$ cat src/sv/ps2g_pkg.sv
// ----------------------------------------------------------------------------
// PS/2 gamepad package
// Shared types, scan code constants and key map functions for the
// scan code set 2 to gamepad parser.
// ----------------------------------------------------------------------------
package ps2g_pkg;

    // Widths of the transaction fields and of the parser state.
    localparam int CODE_W = 8;
    localparam int BTN_W  = 12;
    localparam int SKIP_W = 3;

    // Prefix and special scan codes.
    localparam logic [CODE_W-1:0] CODE_BREAK  = 8'hF0;
    localparam logic [CODE_W-1:0] CODE_EXT    = 8'hE0;
    localparam logic [CODE_W-1:0] CODE_PAUSE  = 8'hE1;
    localparam logic [CODE_W-1:0] CODE_PRTSC  = 8'h12;
    localparam logic [CODE_W-1:0] CODE_PRTSCB = 8'h7C;

    // Number of bytes swallowed by the long sequences.
    localparam logic [SKIP_W-1:0] SKIP_PAUSE  = 3'd7;
    localparam logic [SKIP_W-1:0] SKIP_PRTSC  = 3'd2;
    localparam logic [SKIP_W-1:0] SKIP_PRTSCB = 3'd3;

    // Button bit masks.
    localparam logic [BTN_W-1:0] BTN_B      = 12'h001;
    localparam logic [BTN_W-1:0] BTN_Y      = 12'h002;
    localparam logic [BTN_W-1:0] BTN_SELECT = 12'h004;
    localparam logic [BTN_W-1:0] BTN_START  = 12'h008;
    localparam logic [BTN_W-1:0] BTN_UP     = 12'h010;
    localparam logic [BTN_W-1:0] BTN_DOWN   = 12'h020;
    localparam logic [BTN_W-1:0] BTN_LEFT   = 12'h040;
    localparam logic [BTN_W-1:0] BTN_RIGHT  = 12'h080;
    localparam logic [BTN_W-1:0] BTN_A      = 12'h100;
    localparam logic [BTN_W-1:0] BTN_X      = 12'h200;
    localparam logic [BTN_W-1:0] BTN_L      = 12'h400;
    localparam logic [BTN_W-1:0] BTN_R      = 12'h800;
    localparam logic [BTN_W-1:0] BTN_NONE   = 12'h000;

    // Prefix tracking state.
    typedef enum logic [1:0] {
        PFX_IDLE   = 2'd0,
        PFX_EXT    = 2'd1,
        PFX_BRK    = 2'd2,
        PFX_EXTBRK = 2'd3
    } t_prefix;

    // Contents of the input register stage.
    typedef struct packed {
        logic              valid;
        logic [CODE_W-1:0] code;
    } t_in_stage;

    // Key map for codes without the extended prefix.
    function automatic logic [BTN_W-1:0] plain_bit(input logic [CODE_W-1:0] code);
        logic [BTN_W-1:0] bits;
        bits = BTN_NONE;
        unique case (code)
            8'h1D, 8'h43: bits = BTN_UP;
            8'h1B, 8'h42: bits = BTN_DOWN;
            8'h1C, 8'h3B: bits = BTN_LEFT;
            8'h23, 8'h4B: bits = BTN_RIGHT;
            8'h69:        bits = BTN_Y;
            8'h72:        bits = BTN_B;
            8'h6B:        bits = BTN_X;
            8'h73:        bits = BTN_A;
            8'h7A:        bits = BTN_L;
            8'h74:        bits = BTN_R;
            8'h12:        bits = BTN_SELECT;
            8'h14:        bits = BTN_START;
            default:      bits = BTN_NONE;
        endcase
        return bits;
    endfunction

    // Key map for codes after the extended prefix.
    function automatic logic [BTN_W-1:0] ext_bit(input logic [CODE_W-1:0] code);
        logic [BTN_W-1:0] bits;
        bits = BTN_NONE;
        unique case (code)
            8'h75:   bits = BTN_UP;
            8'h72:   bits = BTN_DOWN;
            8'h6B:   bits = BTN_LEFT;
            8'h74:   bits = BTN_RIGHT;
            default: bits = BTN_NONE;
        endcase
        return bits;
    endfunction

endpackage

$ cat src/sv/ps2g_in_stage.sv
// ----------------------------------------------------------------------------
// PS/2 gamepad input stage
// One-entry input register. It takes a new transaction whenever it is
// empty or its current byte moves on in the same cycle.
// ----------------------------------------------------------------------------
module ps2g_in_stage (
    input  logic                        i_clk,
    input  logic                        i_rst_n,
    input  logic                        i_valid,
    input  logic [ps2g_pkg::CODE_W-1:0] i_code,
    input  logic                        i_adv,
    output logic                        o_stall,
    output ps2g_pkg::t_in_stage         o_stage
);

    logic                        r_valid;
    logic                        n_valid;
    logic [ps2g_pkg::CODE_W-1:0] r_code;
    logic                        w_accept;

    // The register is full and its byte cannot move on.
    assign o_stall  = r_valid && !i_adv;
    assign w_accept = i_valid && !o_stall;

    // Occupancy of the register.
    always_comb begin
        n_valid = (r_valid && !i_adv) || w_accept;
    end

    always_ff @(posedge i_clk) begin
        if (!i_rst_n) begin
            r_valid <= 1'b0;
        end else begin
            r_valid <= n_valid;
        end
    end

    // Payload needs no reset.
    always_ff @(posedge i_clk) begin
        if (w_accept) begin
            r_code <= i_code;
        end
    end

    assign o_stage.valid = r_valid;
    assign o_stage.code  = r_code;

endmodule

$ cat src/sv/ps2g_parser.sv
// ----------------------------------------------------------------------------
// PS/2 gamepad parser
// Holds the prefix state, skip count and button state, and works out the
// next values for one scan code byte. State moves when the byte advances.
// ----------------------------------------------------------------------------
module ps2g_parser (
    input  logic                        i_clk,
    input  logic                        i_rst_n,
    input  logic                        i_adv,
    input  logic [ps2g_pkg::CODE_W-1:0] i_code,
    output logic [ps2g_pkg::BTN_W-1:0]  o_buttons,
    output logic                        o_mid
);

    ps2g_pkg::t_prefix           r_prefix;
    ps2g_pkg::t_prefix           n_prefix;
    logic [ps2g_pkg::SKIP_W-1:0] r_skip;
    logic [ps2g_pkg::SKIP_W-1:0] n_skip;
    logic [ps2g_pkg::BTN_W-1:0]  r_buttons;
    logic [ps2g_pkg::BTN_W-1:0]  n_buttons;
    logic                        w_skipping;

    assign w_skipping = (r_skip != '0);

    // Next prefix state.
    always_comb begin
        n_prefix = r_prefix;
        if (!w_skipping) begin
            unique case (r_prefix)
                ps2g_pkg::PFX_IDLE: begin
                    if (i_code == ps2g_pkg::CODE_BREAK) begin
                        n_prefix = ps2g_pkg::PFX_BRK;
                    end else if (i_code == ps2g_pkg::CODE_EXT) begin
                        n_prefix = ps2g_pkg::PFX_EXT;
                    end
                end
                ps2g_pkg::PFX_EXT: begin
                    if (i_code == ps2g_pkg::CODE_BREAK) begin
                        n_prefix = ps2g_pkg::PFX_EXTBRK;
                    end else begin
                        n_prefix = ps2g_pkg::PFX_IDLE;
                    end
                end
                ps2g_pkg::PFX_BRK,
                ps2g_pkg::PFX_EXTBRK: begin
                    n_prefix = ps2g_pkg::PFX_IDLE;
                end
                default: n_prefix = ps2g_pkg::PFX_IDLE;
            endcase
        end
    end

    // Skip count and button updates for the current byte.
    always_comb begin
        n_skip    = r_skip;
        n_buttons = r_buttons;
        if (w_skipping) begin
            n_skip = r_skip - ps2g_pkg::SKIP_W'(1);
        end else begin
            unique case (r_prefix)
                ps2g_pkg::PFX_IDLE: begin
                    if (i_code == ps2g_pkg::CODE_PAUSE) begin
                        n_skip = ps2g_pkg::SKIP_PAUSE;
                    end else if (i_code != ps2g_pkg::CODE_BREAK &&
                                 i_code != ps2g_pkg::CODE_EXT) begin
                        n_buttons = r_buttons | ps2g_pkg::plain_bit(i_code);
                    end
                end
                ps2g_pkg::PFX_EXT: begin
                    if (i_code == ps2g_pkg::CODE_PRTSC) begin
                        n_skip = ps2g_pkg::SKIP_PRTSC;
                    end else if (i_code != ps2g_pkg::CODE_BREAK) begin
                        n_buttons = r_buttons | ps2g_pkg::ext_bit(i_code);
                    end
                end
                ps2g_pkg::PFX_BRK: begin
                    n_buttons = r_buttons & ~ps2g_pkg::plain_bit(i_code);
                end
                ps2g_pkg::PFX_EXTBRK: begin
                    if (i_code == ps2g_pkg::CODE_PRTSCB) begin
                        n_skip = ps2g_pkg::SKIP_PRTSCB;
                    end else begin
                        n_buttons = r_buttons & ~ps2g_pkg::ext_bit(i_code);
                    end
                end
                default: n_skip = r_skip;
            endcase
        end
    end

    // State registers move only when a byte advances to the result stage.
    always_ff @(posedge i_clk) begin
        if (!i_rst_n) begin
            r_prefix  <= ps2g_pkg::PFX_IDLE;
            r_skip    <= '0;
            r_buttons <= ps2g_pkg::BTN_NONE;
        end else if (i_adv) begin
            r_prefix  <= n_prefix;
            r_skip    <= n_skip;
            r_buttons <= n_buttons;
        end
    end

    // Result values after this byte.
    assign o_buttons = n_buttons;
    assign o_mid     = (n_prefix != ps2g_pkg::PFX_IDLE) || (n_skip != '0);

endmodule

$ cat src/sv/ps2g_out_stage.sv
// ----------------------------------------------------------------------------
// PS/2 gamepad output stage
// Result register. It holds a result while the downstream side stalls and
// loads a new one whenever a byte advances.
// ----------------------------------------------------------------------------
module ps2g_out_stage (
    input  logic                       i_clk,
    input  logic                       i_rst_n,
    input  logic                       i_stall,
    input  logic                       i_adv,
    input  logic [ps2g_pkg::BTN_W-1:0] i_buttons,
    input  logic                       i_mid,
    output logic                       o_free,
    output logic                       o_valid,
    output logic [ps2g_pkg::BTN_W-1:0] o_buttons,
    output logic                       o_mid
);

    logic                       r_valid;
    logic                       n_valid;
    logic [ps2g_pkg::BTN_W-1:0] r_buttons;
    logic                       r_mid;

    // The register can load when empty or when its result is being taken.
    assign o_free = !r_valid || !i_stall;

    always_comb begin
        n_valid = i_adv || (r_valid && i_stall);
    end

    always_ff @(posedge i_clk) begin
        if (!i_rst_n) begin
            r_valid <= 1'b0;
        end else begin
            r_valid <= n_valid;
        end
    end

    always_ff @(posedge i_clk) begin
        if (i_adv) begin
            r_buttons <= i_buttons;
            r_mid     <= i_mid;
        end
    end

    assign o_valid   = r_valid;
    assign o_buttons = r_buttons;
    assign o_mid     = r_mid;

endmodule

$ cat src/sv/ps2_scancode_to_gamepad_top.sv
// A byte is taken into the input register and then, with its result, into the
// result register; it waits longer only while the output side stalls.
// Throughput: one byte per cycle unless the output side stalls; the parser
// state register updates whenever a byte moves from input to result register.
// Reset: synchronous, active low; both stages empty, prefix idle, no bytes
// to skip, all buttons released.
// ----------------------------------------------------------------------------
// PS/2 scan code set 2 to gamepad top level
// Input register, parser and result register for a 12-button pad state.
// ----------------------------------------------------------------------------
module ps2_scancode_to_gamepad_top (
    input  logic                        i_clk,
    input  logic                        i_rst_n,
    input  logic                        i_in_valid,
    output logic                        o_in_stall,
    input  logic [ps2g_pkg::CODE_W-1:0] i_scan_code,
    output logic                        o_out_valid,
    input  logic                        i_out_stall,
    output logic [ps2g_pkg::BTN_W-1:0]  o_buttons,
    output logic                        o_mid_sequence
);

    ps2g_pkg::t_in_stage        s_in;
    logic                       w_out_free;
    logic                       w_adv;
    logic [ps2g_pkg::BTN_W-1:0] w_buttons;
    logic                       w_mid;

    // A byte advances when the input register holds one and the result
    // register can take its result.
    assign w_adv = s_in.valid && w_out_free;

    // Input register.
    ps2g_in_stage u_in_stage (
        .i_clk   (i_clk),
        .i_rst_n (i_rst_n),
        .i_valid (i_in_valid),
        .i_code  (i_scan_code),
        .i_adv   (w_adv),
        .o_stall (o_in_stall),
        .o_stage (s_in)
    );

    // Parser state and decode.
    ps2g_parser u_parser (
        .i_clk     (i_clk),
        .i_rst_n   (i_rst_n),
        .i_adv     (w_adv),
        .i_code    (s_in.code),
        .o_buttons (w_buttons),
        .o_mid     (w_mid)
    );

    // Result register.
    ps2g_out_stage u_out_stage (
        .i_clk     (i_clk),
        .i_rst_n   (i_rst_n),
        .i_stall   (i_out_stall),
        .i_adv     (w_adv),
        .i_buttons (w_buttons),
        .i_mid     (w_mid),
        .o_free    (w_out_free),
        .o_valid   (o_out_valid),
        .o_buttons (o_buttons),
        .o_mid     (o_mid_sequence)
    );

`ifndef SYNTHESIS
    // Reset empties both stages.
    a_reset_empty: assert property (@(posedge i_clk)
        !i_rst_n |=> !o_out_valid && !s_in.valid)
        else $error("stages not empty after reset");

    // Every byte that advances produces a result in the next cycle.
    a_adv_result: assert property (@(posedge i_clk) disable iff (!i_rst_n)
        w_adv |=> o_out_valid)
        else $error("advanced byte produced no result");

    // A byte held in the input register is kept until it advances.
    a_in_hold: assert property (@(posedge i_clk) disable iff (!i_rst_n)
        s_in.valid && !w_adv |=> s_in.valid && $stable(s_in.code))
        else $error("held input byte lost or changed");
`endif

endmodule
$ cat config.mk
export PLATFORM = sky130hd
export DESIGN_NAME = ps2_scancode_to_gamepad_top
export DESIGN_NICKNAME = d
export VERILOG_FILES = /design/src/sv/ps2g_pkg.sv /design/src/sv/ps2g_in_stage.sv /design/src/sv/ps2g_parser.sv /design/src/sv/ps2g_out_stage.sv /design/src/sv/ps2_scancode_to_gamepad_top.sv
export SDC_FILE = /design/constraint.sdc
export NUM_CORES = 1
export LEC_CHECK = 0
export ABC_AREA = 1
export BUFFER_PORTS_ARGS = -buffer_cell sky130_fd_sc_hd__buf_2
export CAP_MARGIN = 20
export CORE_UTILIZATION = 40
export DETAILED_ROUTE_END_ITERATION = 8
export GPL_ROUTABILITY_DRIVEN = 1
export GPL_TIMING_DRIVEN = 0
export PLACE_DENSITY = 0.64
export SLEW_MARGIN = 20
export SYNTH_ARGS = -nofsm -noshare
export SYNTH_HDL_FRONTEND = slang
export SYNTH_SLANG_ARGS = --single-unit
$ cat constraint.sdc
create_clock -name i_clk -period 2 [get_ports i_clk]
set_clock_uncertainty 0.1 [all_clocks]
set_input_delay 0.2 -clock i_clk [delete_from_list [all_inputs] [get_ports i_clk]]
set_output_delay 0.2 -clock i_clk [all_outputs]
set_load 0.02 [all_outputs]
== After elaboration in Yosys (flattened, before gate mapping) ==
Cells that the tools add are included.

* Order comparisons: 0
* Muxes and demuxes: 32
* Reductions and logical operators: 22
* Add/subtract/negate cells: 1
* Equality and inequality tests: 26
* Shift-type cells: 0
* Multipliers: 0
* Bitwise gates (word level): 6
* Div/mod/pow operators: 0

{| class="wikitable"
|+ Operators with widths
! operator !! number
|-
| 12-bit two-way mux || 19
|-
| 12-bit one-hot mux with 12 select lines || 1
|-
| 8-bit by 7-bit == test with 1-bit output (second input constant) || 11
|-
| 12-bit one-hot mux with 4 select lines || 1
|-
| 8-bit by 5-bit == test with 1-bit output (second input constant) || 5
|-
| 8-bit one-hot mux with 4 select lines || 1
|-
| 12-bit AND || 2
|-
| 8-bit == test (second input constant) || 3
|-
| 12-bit NOT || 2
|-
| 12-bit bitwise OR || 2
|-
| 8-bit by 6-bit == test with 1-bit output (second input constant) || 2
|-
| 8-bit inequality test (second input constant) || 2
|-
| 3-bit two-way mux || 4
|-
| 2-bit OR reduction || 5
|-
| 3-bit one-hot mux with 3 select lines || 1
|-
| 2-bit two-way mux || 4
|-
| 2-bit one-hot mux with 3 select lines || 1
|-
| 3-bit nonzero test || 2
|-
| 1-bit logical AND || 5
|-
| 2-bit == test (second input constant) || 2
|-
| 1-bit zero test || 4
|-
| 1-bit logical OR || 4
|-
| 3-bit by 1-bit subtractor with 3-bit output (second input constant) || 1
|-
| 2-bit by 1-bit == test with 1-bit output (second input constant) || 1
|-
| other kinds (2) || 2
|}

* Bits in registers: 40
* Bits of input ports: 12
* Bits in read-only memories: 0
* Memories: 0
* Latch bits: 0
* Output and inout bits: 15
* Word-level logic and storage cells: 95
* RAM bits: 0

== Logic depth before layout (Yosys ltp) ==
* Depth in word-level cells: 12
* Mapped depth: 12
* Mapped depth without buffers: 11

== Modules after synthesis ==
A second synthesis with hierarchy kept.

* Cells, all modules: 295
* Area, all modules: 2265.9 um^2

{| class="wikitable"
|+ Modules (own cells, without submodules)
! module !! sequential area each (um^2) !! area each (um^2) !! cells an instance !! times used
|-
| ps2g_parser || 340.3 || 1527.7 || 258 || 1
|-
| ps2g_out_stage || 410.4 || 432.9 || 18 || 1
|-
| ps2g_in_stage || 260.2 || 297.8 || 17 || 1
|-
| ps2_scancode_to_gamepad_top || 0.0 || 7.5 || 2 || 1
|}

== Worst setup path before layout ==
OpenSTA, ideal clock, no wires.

* Path kind: register to register
* From: reg u_in_stage.r_code[7] in the netlist's numbering
* To: reg u_out_stage.r_mid (netlist: u_out_stage.o_mid) (data pin)
* Path slack: 0.345 ns
* Buffers on the path: 0
* Setup time: 0.261 ns
* Data required time: 1.639 ns
* Arrival time: 1.294 ns
* Clock period less this slack: 1.655 ns
* Cell stages (with the launch flop): 9
* Path through: edfxtp_1 > inv_1 > nand2_1 > nor2_1 > nand2_2 > nor2_1 > o21ai_0 > o21ai_1 > nand3_1

* Longest elaborated chain between the ends: 7
* Elaborated cells on any way between the ends: 18
* Classes of those cells: eq/ne: 5; mux: 10; reduce/logical: 3

{| class="wikitable"
|+ RTL lines
! element !! RTL line !! source
|-
| start, declared || ps2g_in_stage.sv:18 || <nowiki>logic [ps2g_pkg::CODE_W-1:0] r_code;</nowiki>
|-
| start signal, assigned || ps2g_in_stage.sv:41 || <nowiki>r_code <= i_code;</nowiki>
|-
| 8-bit == test || ps2g_parser.sv:33 || <nowiki>end else if (i_code == ps2g_pkg::CODE_EXT) begin</nowiki>
|-
| 2-bit two-way mux || ps2g_parser.sv:33 ||
|-
| 2-bit two-way mux || ps2g_parser.sv:31 || <nowiki>if (i_code == ps2g_pkg::CODE_BREAK) begin</nowiki>
|-
| 2-bit one-hot mux with 3 select lines || ps2g_parser.sv:29 || <nowiki>unique case (r_prefix)</nowiki>
|-
| 2-bit two-way mux || ps2g_parser.sv:28 || <nowiki>if (!w_skipping) begin</nowiki>
|-
| 2-bit nonzero test || ps2g_parser.sv:106 || <nowiki>assign o_mid = (n_prefix != ps2g_pkg::PFX_IDLE) || (n_skip != '0);</nowiki>
|-
| 1-bit logical OR * || ps2g_parser.sv:106 ||
|-
| net u_out_stage.i_mid || ps2g_out_stage.sv:12 || <nowiki>input logic i_mid,</nowiki>
|-
| end signal, assigned || ps2g_out_stage.sv:42 || <nowiki>r_mid <= i_mid;</nowiki>
|-
| end, declared || ps2g_out_stage.sv:22 || <nowiki>logic r_mid;</nowiki>
|}

The timed path passes the listed nets; every way through them passes the cells marked *.
A chain may end at the register's enable or synchronous reset.

== Final worst setup path ==
* From: reg u_in_stage.r_code[0] in the netlist's numbering
* To: reg u_out_stage.r_mid (netlist: u_out_stage.o_mid) (data pin)

Same word-level chain as after synthesis.

==> metrics.txt <==
fin. max-slew vios 0; crit end category register; CP endpoint u_out_stage.o_mid; # setup viols final 0; Site Rows 26; post-route DRC violation count 0; Synth area leaders edfxtp_1 30%, dfxtp_1 18%, nand2_1 13%, inv_1 8.4%, o21ai_0 7.0%; top_reg_cell synth edfxtp_1; Critical Path AT approximately 1.8 ns; initial core utilization 41.6%; Fmax achieved approximately 540 MHz; most frequent cells in the layout 72 x nand2_1, 47 x inv_1, 32 x nor2_1; critical path type register to register; post-synth cell types 23; Final nets between 300 and 400; die area between 5000 and 6000 um2; Starting DRT DRC Count about 110; clk buf depth 2; Seq/Total Area, Yosys 47.3%; CP max FO 6; global-route wire length before repair 8070 um; placed insts slightly below 400; CP Data Required Time 1.93 ns; average wire per standard cell 11.8 um; layout cells sized above 1 13.6%; CP startpoint u_in_stage.r_code[0]; Synth async-reset ratio 0%; Final Power around 0.0018 W; area delta synth->final 19.6%; period utilisation layout between 90% and 100%; Leakage between 1 and 1.5 nW; Core Region 5140 um2; routability cong. 0.940; IO buf count 26; final worst setup slack 0.134 ns; FF-to-FF End u_out_stage.o_mid; post-route ant nets 0; Ports 27; worst-path cell chain inv_1 -> nand2_1 -> nor2_2 -> nand2_2 -> nor2_1 -> o21ai_0 -> o21ai_1 -> nand3_1; Worst-Margin Slew 0.488 ns; Post-CTS Setup Bufs 0; grt total ovfl 0; vias per inst about 5; CTS Sinks 40; Synth Instances ~300; crit start category register; clock buffer count from CTS 5; max_cap viols 0; initial antenna violation count 0; Reg2Reg Depth 8; Final Hold Fails 0; Final TNS setup 0 ns; FF-to-FF Start u_in_stage.r_code[0]; Root Driver clkbuf_8; Syn Nets 309; Final HPWL DP 3460 um; antenna cells 0; Yosys top cell area share between 20 and 30%; clock-pin slew on the worst setup and hold paths 0.07 ns; status complete, no violations; VDD IR max 369 uV; Post-Syn Area per Cell 7.24 um2; die height 75.1 um; fin crit period 1.87 ns; H-Tree Depth 2; WL final roughly 4800 um; worst min path class input pin to register; die width 75.1 um; worst reg-to-reg setup slack 0.13 ns; most common cell after layout, fill and taps aside nand2_1; Max-slew headroom 67.5%; number of global-route vias before repair between 1500 and 2000; pin count of the biggest net entering global routing 23; clock latency at the later pin of the worst-skew pair 0.28 ns; CTS tree done; Vias just under 2000; power per cell area 700 nW/um2; Setup WS pre-CTS -0.00741 ns; Ys Warns 0; slowest CP cell edfxtp_1; Total GRT Usage 19.2%; Synth area leader edfxtp_1; mapped cell area between 2000 and 2500 um2; flops & latches, synth 40; max incr delay on CP 0.45 ns; Post-synth EDFFs 21; Non-Filler Instances 407; router iterations before antenna repair 4
## cell families (layout without fill, tap and decap cells)
group / count (synthesis) / after routing / synth area share (%)
AOI/OAI and AO/OA: 60 / 60 / 15.2
DFF: 40 / 40 / 47.3
xor gates and xnor gates: 1 / 1 / 0.410
and+or+nand+nor: 137 / 137 / 26.1
buffers and inverters: 55 / 97 / 9.84
adders and majority gates: 2 / 2 / 1.17
## state kept, by name (all words and copies together) (netlist names)
signal                 count
u_out_stage.o_mid          1
u_out_stage.o_valid        1
u_parser.r_buttons        12
u_in_stage.r_code          8
u_in_stage.r_valid         1
u_parser.r_skip            3
u_parser.r_prefix          2
u_out_stage.o_buttons     12
## critical path: cells and delay by family (launching register included)
family	cells	cell delay, ns
AOI/OAI and AO/OA	2	0.28
buffers and inverters	1	0.12
DFF	1	0.45
and+or+nand+nor	5	0.66
## per-stage QoR
step           hold WS [ns]  instance area (um2)  util (%)
2_1_floorplan         0.199                 2140         -
3_3_place_gp          0.277                 2350      45.8
3_5_place_dp          0.279                 2350      45.8
4_1_cts              0.0287                 2520      49.0
5_1_grt              0.0390                 2550      49.7
6_report             0.0417                 2550      49.7
## power by group
| group | total [W] | internal (W) | switching (W) |
|---|---|---|---|
| Combinational | 0.000327 | 0.000116 | 0.000211 |
| Clock | 0.000507 | 0.000245 | 0.000263 |
| Sequential | 0.000954 | 0.000924 | 0.0000298 |
| Total | 0.00179 | 0.00128 | 0.000503 |
## cell usage after synthesis (3+ instances only)
library cell and count:
buf_2 3, o21ai_1 6, dfxtp_1 19, nand3_1 19, edfxtp_1 21, nand4_1 3
inv_1 48, o21ai_0 30, nor2_1 36, o21bai_1 6, a21oi_1 14, clkbuf_1 3
nand2_1 74
## cell type report
type                            instances  area [um2]
Fill cell                             534        2580
Multi-Input combinational cell        200         941
Inverter                               49         185
Clock inverter                          1        5.00
Timing Repair Buffer                   34         210
Tap cell                               70        87.6
Clock buffer                            7        76.3
Buffer                                  6        38.8
Sequential cell                        40        1010
## what timing repair did
item,CTS,global route
endpoints found under the setup margin,2,17
hold buffers,8,0
resized for setup,1,15
hold endpoints to repair,8,0
pin swaps,0,0
## worst min-delay path by stage
stage                   startpoint                   end  slack [ns]  cells past startpoint
global route            i_in_valid    u_in_stage.r_valid        0.04                      2
finish                  i_in_valid    u_in_stage.r_valid        0.04                      2
detailed placement  i_scan_code[1]  u_in_stage.r_code[1]        0.28                      1
CTS                     i_in_valid    u_in_stage.r_valid        0.03                      2
floorplan           i_scan_code[0]  u_in_stage.r_code[0]        0.20                      0
global placement    i_scan_code[6]  u_in_stage.r_code[6]        0.28                      1
## layer usage
metal,GRT usage (%),part of all wire (%)
met1,26.1,47
met2,31.1,47
met3,4.02,5.3
met4,5.03,0.63
met5,0,0
Note: power is estimated with default switching activity, not from simulation.
